==> src/hw/rtl/stereo_mixer_dc_high_pass_core_assert.svh <==
// assertion macros shared by the stereo mixer rtl
`ifndef STEREO_MIXER_DC_HIGH_PASS_CORE_ASSERT_SVH
`define STEREO_MIXER_DC_HIGH_PASS_CORE_ASSERT_SVH

// same-cycle implication
`define SMX_ASSERT_IMPL(lbl, clk, rst_n, ante, cons) \
    lbl: assert property (@(posedge clk) disable iff (!rst_n) (ante) |-> (cons)) \
        else $error("smx assertion failed");

// next-cycle implication
`define SMX_ASSERT_NEXT(lbl, clk, rst_n, ante, cons) \
    lbl: assert property (@(posedge clk) disable iff (!rst_n) (ante) |=> (cons)) \
        else $error("smx assertion failed");

`endif

==> src/hw/rtl/smx_pkg.sv <==
// shared widths, constants and types of the stereo mixer
`timescale 1ns / 1ps
package smx_pkg;

    localparam int SAMPLE_FRAC_BITS = 13;
    localparam int CAP_FRAC_BITS    = 24;
    localparam int COEF_BITS        = 24;

    localparam int CH_N       = 4;
    localparam int SAMPLE_W   = 15;
    localparam int SUM_W      = SAMPLE_W + 2;
    localparam int IN_SHIFT   = CAP_FRAC_BITS - SAMPLE_FRAC_BITS;
    localparam int IN_W       = SUM_W + IN_SHIFT;
    localparam int CAP_W      = 40;
    localparam int OUT_W      = 16;
    localparam int VOL_W      = 3;
    localparam int MASK_W     = 8;

    localparam int FULL_SCALE_LOG2 = 15;
    localparam int GAIN_W          = FULL_SCALE_LOG2 + VOL_W;
    localparam int SCALE_SHIFT     = CAP_FRAC_BITS + 5;
    localparam int MUL_LO_W        = (SCALE_SHIFT > COEF_BITS) ? SCALE_SHIFT : COEF_BITS;
    localparam int CNT_W           = $clog2(MUL_LO_W);

    localparam int OUT_POS_MAX = 32767;
    localparam int OUT_NEG_MAX = 32768;

    localparam logic [COEF_BITS-1:0] COEF_RESET = COEF_BITS'(16776511);

    typedef struct packed {
        logic                 start;
        logic [COEF_BITS-1:0] coef;
        logic [VOL_W-1:0]     vol;
    } t_hpf_ctrl;

    typedef struct packed {
        logic busy;
        logic done;
    } t_hpf_stat;

endpackage

==> src/hw/rtl/smx_hpf.sv <==
// one side: dc-blocking high-pass and volume scaling on a bit-serial multiplier
`timescale 1ns / 1ps
module smx_hpf (
    input  logic                               i_clk,
    input  logic                               i_rst_n,
    input  smx_pkg::t_hpf_ctrl                 i_ctrl,
    input  logic signed [smx_pkg::SUM_W-1:0]   i_sum,
    output smx_pkg::t_hpf_stat                 o_stat,
    output logic signed [smx_pkg::OUT_W-1:0]   o_result
);
    import smx_pkg::*;

    typedef enum logic [2:0] {
        S_IDLE,
        S_DIFF,
        S_PREP,
        S_MUL1,
        S_CAP,
        S_MUL2,
        S_DONE
    } t_state;

    t_state                    r_state;
    logic signed [CAP_W-1:0]   r_cap;
    logic signed [IN_W-1:0]    r_in;
    logic signed [CAP_W-1:0]   r_out;
    logic [CAP_W-1:0]          r_mag;
    logic                      r_neg;
    logic [CAP_W:0]            r_hi;
    logic [MUL_LO_W-1:0]       r_lo;
    logic [CNT_W-1:0]          r_cnt;

    logic signed [CAP_W:0]     w_in_ext;
    logic signed [CAP_W:0]     w_diff;
    logic signed [CAP_W:0]     w_capsum;
    logic [CAP_W-1:0]          w_mag;
    logic [CAP_W:0]            w_add;
    logic [GAIN_W-1:0]         w_vol1;
    logic [GAIN_W-1:0]         w_gain;
    logic signed [OUT_W-1:0]   w_sat;

    function automatic logic signed [CAP_W-1:0] sat40(input logic signed [CAP_W:0] v);
        logic signed [CAP_W-1:0] r;
        if (v[CAP_W] != v[CAP_W-1]) begin
            r = v[CAP_W] ? {1'b1, {(CAP_W-1){1'b0}}} : {1'b0, {(CAP_W-1){1'b1}}};
        end else begin
            r = v[CAP_W-1:0];
        end
        return r;
    endfunction

    assign w_in_ext = {{(CAP_W+1-IN_W){r_in[IN_W-1]}}, r_in};
    assign w_diff   = w_in_ext - {r_cap[CAP_W-1], r_cap};
    assign w_capsum = r_neg ? (w_in_ext + $signed(r_hi)) : (w_in_ext - $signed(r_hi));
    assign w_mag    = r_out[CAP_W-1] ? $unsigned(-r_out) : $unsigned(r_out);
    assign w_add    = r_hi + {1'b0, (r_lo[0] ? r_mag : {CAP_W{1'b0}})};
    assign w_vol1   = GAIN_W'(i_ctrl.vol) + GAIN_W'(1);
    assign w_gain   = (w_vol1 << FULL_SCALE_LOG2) - w_vol1;

    // truncated magnitude back to signed 16 bits with saturation
    always_comb begin
        if (r_neg) begin
            if (r_hi > (CAP_W+1)'(OUT_NEG_MAX)) begin
                w_sat = {1'b1, {(OUT_W-1){1'b0}}};
            end else begin
                w_sat = -$signed(r_hi[OUT_W-1:0]);
            end
        end else begin
            if (r_hi > (CAP_W+1)'(OUT_POS_MAX)) begin
                w_sat = {1'b0, {(OUT_W-1){1'b1}}};
            end else begin
                w_sat = $signed(r_hi[OUT_W-1:0]);
            end
        end
    end

    assign o_result    = w_sat;
    assign o_stat.busy = (r_state != S_IDLE);
    assign o_stat.done = (r_state == S_DONE);

    always_ff @(posedge i_clk) begin
        if (!i_rst_n) begin
            r_state <= S_IDLE;
            r_cap   <= '0;
        end else begin
            unique case (r_state)
                S_IDLE: begin
                    if (i_ctrl.start) begin
                        r_in    <= {i_sum, {IN_SHIFT{1'b0}}};
                        r_state <= S_DIFF;
                    end
                end
                S_DIFF: begin
                    r_out   <= sat40(w_diff);
                    r_state <= S_PREP;
                end
                S_PREP: begin
                    r_neg   <= r_out[CAP_W-1];
                    r_mag   <= w_mag;
                    r_hi    <= '0;
                    r_lo    <= MUL_LO_W'(i_ctrl.coef);
                    r_cnt   <= CNT_W'(COEF_BITS - 1);
                    r_state <= S_MUL1;
                end
                S_MUL1: begin
                    r_hi  <= {1'b0, w_add[CAP_W:1]};
                    r_lo  <= {w_add[0], r_lo[MUL_LO_W-1:1]};
                    r_cnt <= r_cnt - 1'b1;
                    if (r_cnt == '0) begin
                        r_state <= S_CAP;
                    end
                end
                S_CAP: begin
                    r_cap   <= sat40(w_capsum);
                    r_hi    <= '0;
                    r_lo    <= MUL_LO_W'(w_gain);
                    r_cnt   <= CNT_W'(SCALE_SHIFT - 1);
                    r_state <= S_MUL2;
                end
                S_MUL2: begin
                    r_hi  <= {1'b0, w_add[CAP_W:1]};
                    r_lo  <= {w_add[0], r_lo[MUL_LO_W-1:1]};
                    r_cnt <= r_cnt - 1'b1;
                    if (r_cnt == '0) begin
                        r_state <= S_DONE;
                    end
                end
                S_DONE: begin
                    r_state <= S_IDLE;
                end
                default: begin
                    r_state <= S_IDLE;
                end
            endcase
        end
    end

endmodule

==> src/hw/rtl/stereo_mixer_dc_high_pass_core.sv <==
// stereo mixer top level: apb registers, channel routing and result register
//
// input requests carry four 15-bit channel samples plus the enable and dac
// flags; i_valid / o_ready, taken at the edge where both are high.
// results carry left and right 16-bit samples on o_valid / i_ready.
// registers sit on the apb port at byte addresses 0, 4, 8, 12 and 16:
// power, panning mask, left volume, right volume, filter coefficient.
// with power on and any dac on, a request runs from acceptance to the result
// register through the two bit-serial multiply passes of each side's filter
// unit, first over the coefficient bits, then over the scaling bits;
// both sides run in parallel. otherwise the result is zero.
// one request is in work at a time; the next is taken as soon as the result
// has moved to the output register, even while that waits.
// a stalled receiver holds the result register and, once a second result
// is ready, holds the core until the first is taken.
// reset clears the registers to their defaults and both capacitors to 0.
`timescale 1ns / 1ps
`include "stereo_mixer_dc_high_pass_core_assert.svh"
module stereo_mixer_dc_high_pass_core (
    input  logic                                  i_clk,
    input  logic                                  i_rst_n,
    input  logic                                  i_valid,
    output logic                                  o_ready,
    input  logic signed [smx_pkg::SAMPLE_W-1:0]   i_ch1_sample,
    input  logic signed [smx_pkg::SAMPLE_W-1:0]   i_ch2_sample,
    input  logic signed [smx_pkg::SAMPLE_W-1:0]   i_ch3_sample,
    input  logic signed [smx_pkg::SAMPLE_W-1:0]   i_ch4_sample,
    input  logic [smx_pkg::CH_N-1:0]              i_channel_active,
    input  logic [smx_pkg::CH_N-1:0]              i_dac_on,
    output logic                                  o_valid,
    input  logic                                  i_ready,
    output logic signed [smx_pkg::OUT_W-1:0]      o_left_out,
    output logic signed [smx_pkg::OUT_W-1:0]      o_right_out,
    input  logic                                  psel,
    input  logic                                  penable,
    input  logic                                  pwrite,
    input  logic [4:0]                            paddr,
    input  logic [31:0]                           pwdata,
    output logic [31:0]                           prdata,
    output logic                                  pready
);
    import smx_pkg::*;

    typedef enum logic [1:0] {
        S_IDLE,
        S_RUN,
        S_FLUSH
    } t_state;

    typedef enum logic [2:0] {
        REG_POWER = 3'd0,
        REG_PAN   = 3'd1,
        REG_LVOL  = 3'd2,
        REG_RVOL  = 3'd3,
        REG_COEF  = 3'd4
    } t_reg_idx;

    t_state                   r_state;
    logic                     r_power;
    logic [MASK_W-1:0]        r_pan;
    logic [VOL_W-1:0]         r_lvol;
    logic [VOL_W-1:0]         r_rvol;
    logic [COEF_BITS-1:0]     r_coef;
    logic                     r_start;
    logic                     r_zero;
    logic signed [SUM_W-1:0]  r_lsum;
    logic signed [SUM_W-1:0]  r_rsum;
    logic                     r_o_valid;
    logic signed [OUT_W-1:0]  r_left;
    logic signed [OUT_W-1:0]  r_right;

    logic signed [SAMPLE_W-1:0] w_smp [CH_N];
    logic signed [SUM_W-1:0]    w_lsum;
    logic signed [SUM_W-1:0]    w_rsum;
    logic                       w_accept;
    logic                       w_wr;
    t_reg_idx                   w_idx;
    t_hpf_ctrl                  w_l_ctrl;
    t_hpf_ctrl                  w_r_ctrl;
    t_hpf_stat                  w_l_stat;
    t_hpf_stat                  w_r_stat;
    logic signed [OUT_W-1:0]    w_l_res;
    logic signed [OUT_W-1:0]    w_r_res;

    assign w_smp[0] = i_ch1_sample;
    assign w_smp[1] = i_ch2_sample;
    assign w_smp[2] = i_ch3_sample;
    assign w_smp[3] = i_ch4_sample;

    // routing: upper mask nibble feeds left, lower nibble feeds right
    always_comb begin
        w_lsum = '0;
        w_rsum = '0;
        for (int i = 0; i < CH_N; i++) begin
            if (i_channel_active[i] && r_pan[i+CH_N]) begin
                w_lsum = w_lsum + SUM_W'(w_smp[i]);
            end
            if (i_channel_active[i] && r_pan[i]) begin
                w_rsum = w_rsum + SUM_W'(w_smp[i]);
            end
        end
    end

    assign o_ready  = (r_state == S_IDLE);
    assign w_accept = i_valid && o_ready;
    assign o_valid  = r_o_valid;
    assign o_left_out  = r_left;
    assign o_right_out = r_right;

    // apb register file
    assign pready = 1'b1;
    assign w_wr   = psel && penable && pwrite;
    assign w_idx  = t_reg_idx'(paddr[4:2]);

    always_comb begin
        unique case (w_idx)
            REG_POWER: prdata = 32'(r_power);
            REG_PAN:   prdata = 32'(r_pan);
            REG_LVOL:  prdata = 32'(r_lvol);
            REG_RVOL:  prdata = 32'(r_rvol);
            REG_COEF:  prdata = 32'(r_coef);
            default:   prdata = '0;
        endcase
    end

    always_ff @(posedge i_clk) begin
        if (!i_rst_n) begin
            r_power <= 1'b0;
            r_pan   <= '0;
            r_lvol  <= '0;
            r_rvol  <= '0;
            r_coef  <= COEF_RESET;
        end else if (w_wr) begin
            unique case (w_idx)
                REG_POWER: r_power <= pwdata[0];
                REG_PAN:   r_pan   <= pwdata[MASK_W-1:0];
                REG_LVOL:  r_lvol  <= pwdata[VOL_W-1:0];
                REG_RVOL:  r_rvol  <= pwdata[VOL_W-1:0];
                REG_COEF:  r_coef  <= pwdata[COEF_BITS-1:0];
                default:   ;
            endcase
        end
    end

    assign w_l_ctrl = '{start: r_start, coef: r_coef, vol: r_lvol};
    assign w_r_ctrl = '{start: r_start, coef: r_coef, vol: r_rvol};

    smx_hpf u_hpf_left (
        .i_clk    (i_clk),
        .i_rst_n  (i_rst_n),
        .i_ctrl   (w_l_ctrl),
        .i_sum    (r_lsum),
        .o_stat   (w_l_stat),
        .o_result (w_l_res)
    );

    smx_hpf u_hpf_right (
        .i_clk    (i_clk),
        .i_rst_n  (i_rst_n),
        .i_ctrl   (w_r_ctrl),
        .i_sum    (r_rsum),
        .o_stat   (w_r_stat),
        .o_result (w_r_res)
    );

    always_ff @(posedge i_clk) begin
        if (!i_rst_n) begin
            r_state   <= S_IDLE;
            r_start   <= 1'b0;
            r_o_valid <= 1'b0;
        end else begin
            r_start <= 1'b0;
            if (r_o_valid && i_ready && (r_state != S_FLUSH)) begin
                r_o_valid <= 1'b0;
            end
            unique case (r_state)
                S_IDLE: begin
                    if (w_accept) begin
                        r_lsum <= w_lsum;
                        r_rsum <= w_rsum;
                        if (!r_power || (i_dac_on == '0)) begin
                            r_zero  <= 1'b1;
                            r_state <= S_FLUSH;
                        end else begin
                            r_zero  <= 1'b0;
                            r_start <= 1'b1;
                            r_state <= S_RUN;
                        end
                    end
                end
                S_RUN: begin
                    if (w_l_stat.done) begin
                        r_state <= S_FLUSH;
                    end
                end
                S_FLUSH: begin
                    if (!r_o_valid || i_ready) begin
                        r_left    <= r_zero ? '0 : w_l_res;
                        r_right   <= r_zero ? '0 : w_r_res;
                        r_o_valid <= 1'b1;
                        r_state   <= S_IDLE;
                    end
                end
                default: begin
                    r_state <= S_IDLE;
                end
            endcase
        end
    end

    `SMX_ASSERT_NEXT(a_accept_blocks, i_clk, i_rst_n, w_accept, !o_ready)
    `SMX_ASSERT_IMPL(a_start_idle, i_clk, i_rst_n, r_start, !w_l_stat.busy && !w_r_stat.busy)
    `SMX_ASSERT_IMPL(a_done_pair, i_clk, i_rst_n, w_l_stat.done || w_r_stat.done, w_l_stat.done && w_r_stat.done)
    `SMX_ASSERT_IMPL(a_done_run, i_clk, i_rst_n, w_l_stat.done, r_state == S_RUN)

endmodule
==> config.mk <==
export PLATFORM = sky130hd
export DESIGN_NAME = stereo_mixer_dc_high_pass_core
export DESIGN_NICKNAME = d
export VERILOG_FILES = /design/src/hw/rtl/smx_pkg.sv /design/src/hw/rtl/smx_hpf.sv /design/src/hw/rtl/stereo_mixer_dc_high_pass_core.sv
export VERILOG_INCLUDE_DIRS = /design/src /design/src/hw/rtl
export SDC_FILE = /design/constraint.sdc
export NUM_CORES = 2
export LEC_CHECK = 0
export BUFFER_PORTS_ARGS = -buffer_cell sky130_fd_sc_hd__buf_2
export CAP_MARGIN = 40
export CORE_UTILIZATION = 30
export CTS_BUF_LIST = sky130_fd_sc_hd__clkbuf_8
export DETAILED_ROUTE_END_ITERATION = 8
export GPL_TIMING_DRIVEN = 0
export SLEW_MARGIN = 10
export SYNTH_ARGS = -nofsm -noshare
export SYNTH_HDL_FRONTEND = slang
export SYNTH_SLANG_ARGS = --single-unit
==> constraint.sdc <==
create_clock -name i_clk -period 8.43 [get_ports i_clk]
set_input_delay 1.686 -clock i_clk [delete_from_list [all_inputs] [get_ports i_clk]]
set_output_delay 1.686 -clock i_clk [all_outputs]
set_load 0.02 [all_outputs]
## Word-level counts from Yosys, hierarchy flattened

Cells that the tools add are included.

| cells by class | value |
|---|---|
| reductions and logical operators | 52 |
| shift-type cells | 0 |
| order comparisons | 4 |
| eq/ne operators | 31 |
| $add $sub $neg | 24 |
| muxes and demuxes | 52 |
| multiply operators | 0 |
| bitwise gates (word level) | 0 |
| div/mod/pow operators | 0 |

Operators with widths:

| operator | number |
|---|---|
| 40-bit two-way mux | 10 |
| 29-bit case mux with 3 select lines | 2 |
| 41-bit case mux with 2 select lines | 2 |
| 17-bit two-way mux | 8 |
| 24-bit case mux with 5 select lines | 1 |
| 17-bit by 15-bit adder with 17-bit output | 6 |
| 16-bit two-way mux | 6 |
| 28-bit by 41-bit adder with 41-bit output | 2 |
| 41-bit by 40-bit adder with 41-bit output | 2 |
| 41-bit by 15-bit > comparator with 1-bit output, second input constant | 2 |
| 41-bit by 16-bit > comparator with 1-bit output, second input constant | 2 |
| 41-bit two-way mux | 2 |
| 28-bit by 40-bit subtractor with 41-bit output | 2 |
| 28-bit by 41-bit subtractor with 41-bit output | 2 |
| 40-bit negator | 2 |
| 39-bit two-way mux | 2 |
| 3-bit case mux with 6 select lines | 2 |
| 18-bit subtractor | 2 |
| 16-bit negator | 2 |
| 5-bit case mux with 3 select lines | 2 |
| 2-bit AND reduction | 13 |
| 3-bit AND reduction | 7 |
| 3-bit by 2-bit == test with 1-bit output, second input constant | 6 |
| 3-bit == test, second input constant | 6 |
| other kinds (22) | 70 |

| word-level totals | value |
|---|---|
| latch bits | 0 |
| memories kept | 0 |
| ROM bits | 0 |
| memory bits (writable) | 0 |
| output and inout bits | 67 |
| register bits after elaboration | 542 |
| input port bits | 112 |
| logic and storage cells | 196 |

## Logic depth before layout (Yosys ltp)

| depth | value |
|---|---|
| depth after elaboration | 8 |
| depth in mapped cells | 33 |

## Modules after synthesis

A second synthesis with hierarchy kept.

| unflattened totals | value |
|---|---|
| cell total of the unflattened synthesis | 4962 |
| area total of the unflattened synthesis | 44164.9 um^2 |

By module, submodules not included:

| module | instances | area an instance (um^2) | cells an instance |
|---|---|---|---|
| smx_hpf at u_hpf_right | 1 | 17076.4 | 1885 |
| smx_hpf at u_hpf_left | 1 | 17042.6 | 1906 |
| stereo_mixer_dc_high_pass_core | 1 | 10045.9 | 1171 |

## Least setup slack after synthesis

No wires, ideal clock.

| timing | value |
|---|---|
| path type | in2reg |
| start point | input i_channel_active[0] (netlist name) |
| end point | register r_rsum[16], data pin |
| cell stages on the path | 32 |
| setup slack | 0.883 ns |
| arrival time | 7.290 ns |
| path buffers | 2 |
| cell sequence | clkbuf_1 -> clkbuf_1 -> and3_1 -> ha_1 -> inv_1 -> fa_1 -> nor2b_1 -> o21ai_0 -> a21oi_1 -> o22ai_1 -> a21oi_1 -> o31ai_1 -> a21o_1 -> a21oi_1 -> xnor2_1 -> a21o_1 -> ha_1 -> or2_2 -> a21oi_1 -> a31oi_1 -> a31o_2 -> xor2_1 -> nor2_1 -> nor2_1 -> ha_1 -> nand3_1 -> nand2_1 -> a41oi_1 -> a21boi_0 -> or3_1 -> and3_1 -> xnor2_1 |

| on the way | value |
|---|---|
| word-level cells in the longest chain between the ends | 8 |

RTL lines:

| what | RTL line | RTL |
|---|---|---|
| from (decl) | stereo_mixer_dc_high_pass_core.sv:28 | `input logic [smx_pkg::CH_N-1:0] i_channel_active,` |
| 1-bit logical AND * | stereo_mixer_dc_high_pass_core.sv:98 | `if (i_channel_active[i] && r_pan[i]) begin` |
| 17-bit two-way mux * | stereo_mixer_dc_high_pass_core.sv:98 |  |
| 17-bit by 15-bit adder with 17-bit output | stereo_mixer_dc_high_pass_core.sv:99 | `w_rsum = w_rsum + SUM_W'(w_smp[i]);` |
| 17-bit two-way mux * | stereo_mixer_dc_high_pass_core.sv:98 |  |
| 17-bit by 15-bit adder with 17-bit output | stereo_mixer_dc_high_pass_core.sv:99 |  |
| 17-bit two-way mux * | stereo_mixer_dc_high_pass_core.sv:98 |  |
| 17-bit by 15-bit adder with 17-bit output | stereo_mixer_dc_high_pass_core.sv:99 |  |
| 17-bit two-way mux * | stereo_mixer_dc_high_pass_core.sv:98 |  |
| named net w_rsum[16] | stereo_mixer_dc_high_pass_core.sv:74 | `logic signed [SUM_W-1:0] w_rsum;` |
| to (signal assigned) | stereo_mixer_dc_high_pass_core.sv:180 | `r_rsum <= w_rsum;` |
| to (decl) | stereo_mixer_dc_high_pass_core.sv:67 | `logic signed [SUM_W-1:0] r_rsum;` |

Mark *: on every way through the listed nets, which the timed path passes. The rest lies on a longest branch.
A chain may end at the register's enable or synchronous reset.

## Final worst setup path

| timing | value |
|---|---|
| start point | register r_pan[4] |
| end point | register r_lsum[16], data pin |

| on the way | value |
|---|---|
| word-level cells in the longest chain between the ends | 8 |

RTL lines:

| what | RTL line | RTL |
|---|---|---|
| from (decl) | stereo_mixer_dc_high_pass_core.sv:60 | `logic [MASK_W-1:0] r_pan;` |
| from (signal assigned) | stereo_mixer_dc_high_pass_core.sv:136 | `REG_PAN: r_pan <= pwdata[MASK_W-1:0];` |
| 1-bit logical AND * | stereo_mixer_dc_high_pass_core.sv:95 | `if (i_channel_active[i] && r_pan[i+CH_N]) begin` |
| 17-bit two-way mux * | stereo_mixer_dc_high_pass_core.sv:95 |  |
| 17-bit by 15-bit adder with 17-bit output | stereo_mixer_dc_high_pass_core.sv:96 | `w_lsum = w_lsum + SUM_W'(w_smp[i]);` |
| 17-bit two-way mux * | stereo_mixer_dc_high_pass_core.sv:95 |  |
| 17-bit by 15-bit adder with 17-bit output | stereo_mixer_dc_high_pass_core.sv:96 |  |
| 17-bit two-way mux * | stereo_mixer_dc_high_pass_core.sv:95 |  |
| 17-bit by 15-bit adder with 17-bit output | stereo_mixer_dc_high_pass_core.sv:96 |  |
| 17-bit two-way mux * | stereo_mixer_dc_high_pass_core.sv:95 |  |
| named net w_lsum[16] | stereo_mixer_dc_high_pass_core.sv:73 | `logic signed [SUM_W-1:0] w_lsum;` |
| to (signal assigned) | stereo_mixer_dc_high_pass_core.sv:179 | `r_lsum <= w_lsum;` |
| to (decl) | stereo_mixer_dc_high_pass_core.sv:66 | `logic signed [SUM_W-1:0] r_lsum;` |

Marked as above.

==> metrics.cfg <==
[run_status]
run_status = finished, final reports clean

[finish]
fillers = 14909
drive_above_1_share_pct = 8.54
stdcell_area_um2 = 48900
nets = 5722
final_cell_mix = 423 x a21oi_1, 411 x edfxtp_1, 396 x nor2_1
area_growth_syn_to_layout_pct = 13.0
mostFrequentLayoutCell = a21oi_1
fin_cells = 7211

[routing]
firstDrtPassIters = 6
via_count = 38910
ant_nets = 0
drc_errors = 0
drtIter0Drc = 3638
wl_per_cell_um = 20.2
routed_wl_um = 146000
via_per_inst = 5.40

[placed_design]
hpwlAfterDp_um = 117000
placed_cells = 7031
placed_area_um2 = 46900
port_buffers = 156
routabilityCongestion = 0.997
preCtsSetupSlack_ps = -489

[critical_path]
cp_slowest_cell = clkbuf_1
crit_buf_inv = 3
cp.required_ps = 8950
critPathMaxStageDelay_ps = 630
path_max_fanout = 10
worst-setup-path-type = reg -> reg
crit_path_end_kind = flop
regToRegSetupSlack_ps = 640
startpoint_type = flop
cp-startpoint = r_pan[4]
timing.rr.start = r_pan[4]
cp_top_family = compound AO/OA/AOI/OAI gates
crit_arrival_ps = 8310

[logic_synthesis]
netlist_area_um2 = 43300
synth_edf_count = 411
postSynthCellCount = 4946
ys_warn_count = 0
synthArstFlopShare_pct = 0
synth_area_per_cell_um2 = 8.74
synth.distinct_cells = 98
ys_seq_elements = 540
seq_area_frac_synth_pct = 34.5
synth_ff_type = edfxtp_1

[sta]
rsz0062_at_grt = no
min_period_over_period_pct = 92.4
setup_viol = 0
max_freq_mhz = 128
slew_violations = 0
holdWs_ps = 394
period_minus_slack_ps = 7790
tightest_slew_ps = 991
finalHoldViolations = 0
max-slew-margin-rel_pct = 33.6
fin_skew_ps = 57.9
fin_ws_ps = 638

[clock_network]
clock-root-buffer = clkbuf_8
postCtsSetupRepairBufs = 0
clock_latency_ps = 780
cts_sinks = 540
h-tree-depth = 3
clock_path_buffers = 3
cts_tree = built
cts_buffers = 94
clk_pin_slew_ps = 60

[die]
die_h_um = 382
start_util_pct = 30.4
rows = 138
io-pin-count = 179
core_area_um2 = 142000
die_w_um = 382
die-area_um2 = 146000

[global_route]
first_global_vias = 36186
track_usage_pct = 19.3
grt_pass1_wl_um = 217000
grt_max_degree = 41
antenna_found_initial = 27
grt-ovfl-total = 0

[power_and_ir_drop]
powerDensity_nw_per_um2 = 116
power.internal_mw = 4.32
p_sw_mw = 1.35
pwr-share-comb_pct = 4.3
power.total_mw = 5.67
clockPowerShare_pct = 45.3
ir_drop_mv = 0.114
p_seq_share_pct = 50.3
power_leakage_nw = 19.4
switching_share_pct = 23.8

[run]
maxCapViolations = 0

[min_path]
worstHoldStart = r_rsum[15]
holdCritPathClass = reg -> reg

-- per-layer routing --
metal	up-vias	GRT usage, %	part of all wire, %
li1	18713	-	-
met1	18424	28.0	47
met2	1486	27.9	41
met3	243	4.31	9.2
met4	44	6.18	2.9
met5	-	0	0.19
-- cell usage after synthesis, drive strengths merged (22+ instances only) --
| cell type | instances | area [µm²] |
|---|---|---|
| nor3b | 22 | 165 |
| o21ai | 393 | 1970 |
| o211ai | 24 | 180 |
| o21a | 30 | 225 |
| xnor2 | 255 | 2230 |
| inv | 273 | 1020 |
| nand3 | 122 | 611 |
| nor2 | 397 | 1500 |
| nor2b | 57 | 357 |
| maj3 | 55 | 551 |
| nor4 | 44 | 303 |
| nor3 | 94 | 470 |
| o21bai | 55 | 413 |
| or4 | 22 | 180 |
| edfxtp | 411 | 12300 |
| xor2 | 118 | 1030 |
| and2 | 111 | 694 |
| nand4 | 39 | 244 |
| nand2b | 57 | 364 |
| clkbuf | 213 | 800 |
| a21oi | 424 | 2130 |
| mux2i | 25 | 250 |
| a21o | 161 | 1210 |
| a31oi | 92 | 594 |
| buf | 44 | 228 |
| a211oi | 51 | 383 |
| nand2 | 328 | 1240 |
| or3 | 38 | 243 |
| o31ai | 113 | 848 |
| ha | 364 | 4550 |
| dfxtp | 129 | 2580 |
| and3 | 81 | 512 |
| mux2 | 34 | 383 |
-- power groups by stage --
stage / Combinational [mW] / Sequential, mW / Clock, mW
final: 0.246 / 2.85 / 2.57
after global routing: 0.265 / 2.85 / 2.74
after CTS: 0.243 / 2.85 / 2.64
after detailed placement: 0.241 / 2.91 / 0
after global placement: 0.233 / 2.91 / 0
after floorplan: 0.133 / 2.91 / 0
-- path summary, 6_finish.rpt --
check	to	cells past startpoint
max	r_lsum[16]	31
min	u_hpf_right.r_in[26]	0
max reg2reg	r_lsum[16]	31
min reg2reg	u_hpf_right.r_in[26]	0
-- through the flow --
step	setup TNS, ps	util [%]
3_5_place_dp	-892	33.0
4_1_cts	0	34.4
6_report	0	34.4
3_3_place_gp	-46490	32.6
2_1_floorplan	0	-
5_1_grt	0	34.4
-- cells by family after synthesis --
kind of cell	share of synthesized area, %
AO/OA/AOI/OAI	22.4
XOR/XNOR	7.55
adder cells (fa/ha/maj)	12.3
buffers and inverters	4.74
flip-flops	34.5
multiplexers	1.52
other	0.0174
AND/OR/NAND/NOR	17.0
-- cell type report --
type,count,area (µm²),area share [%]
Timing Repair Buffer,188,1180,2.42
Antenna cell,5,12.5,0.0256
Buffer,256,1020,2.10
Inverter,273,1020,2.10
Clock buffer,105,1450,2.96
Multi-Input combinational cell,3883,26400,54.0
Clock inverter,71,517,1.06
Sequential cell,540,14900,30.5
Tap cell,1890,2360,4.84
-- worst register-to-register path: cells and delay by family, from the launching register on --
family	cells	cell delay, ps
compound gates	13	3160
fa+ha+maj	4	1180
buf+inv	3	1080
simple gates	6	910
xor+xnor	5	850
flops	1	360
-- state kept, by name, indices dropped and copies added, names as in the netlist, 8 cells and up --
| name | cells |
|---|---|
| u_hpf_right.r_hi | 40 |
| u_hpf_left.r_in | 17 |
| r_lsum | 17 |
| u_hpf_right.r_mag | 40 |
| u_hpf_left.r_cap | 40 |
| u_hpf_left.r_mag | 40 |
| u_hpf_right.r_cap | 40 |
| u_hpf_left.r_lo | 29 |
| o_right_out | 16 |
| u_hpf_left.r_out | 40 |
| u_hpf_left.r_hi | 40 |
| o_left_out | 16 |
| u_hpf_right.r_lo | 29 |
| u_hpf_right.r_out | 40 |
| r_rsum | 17 |
| u_hpf_right.r_in | 17 |
| r_coef | 24 |
| r_pan | 8 |
-- timing repair --
action                                  4_1_cts  5_1_grt
gates resized for setup                       0        3
hold buffers                                  0        0
endpoints found under the setup margin        0        2
(Power assumes the default switching activity.)
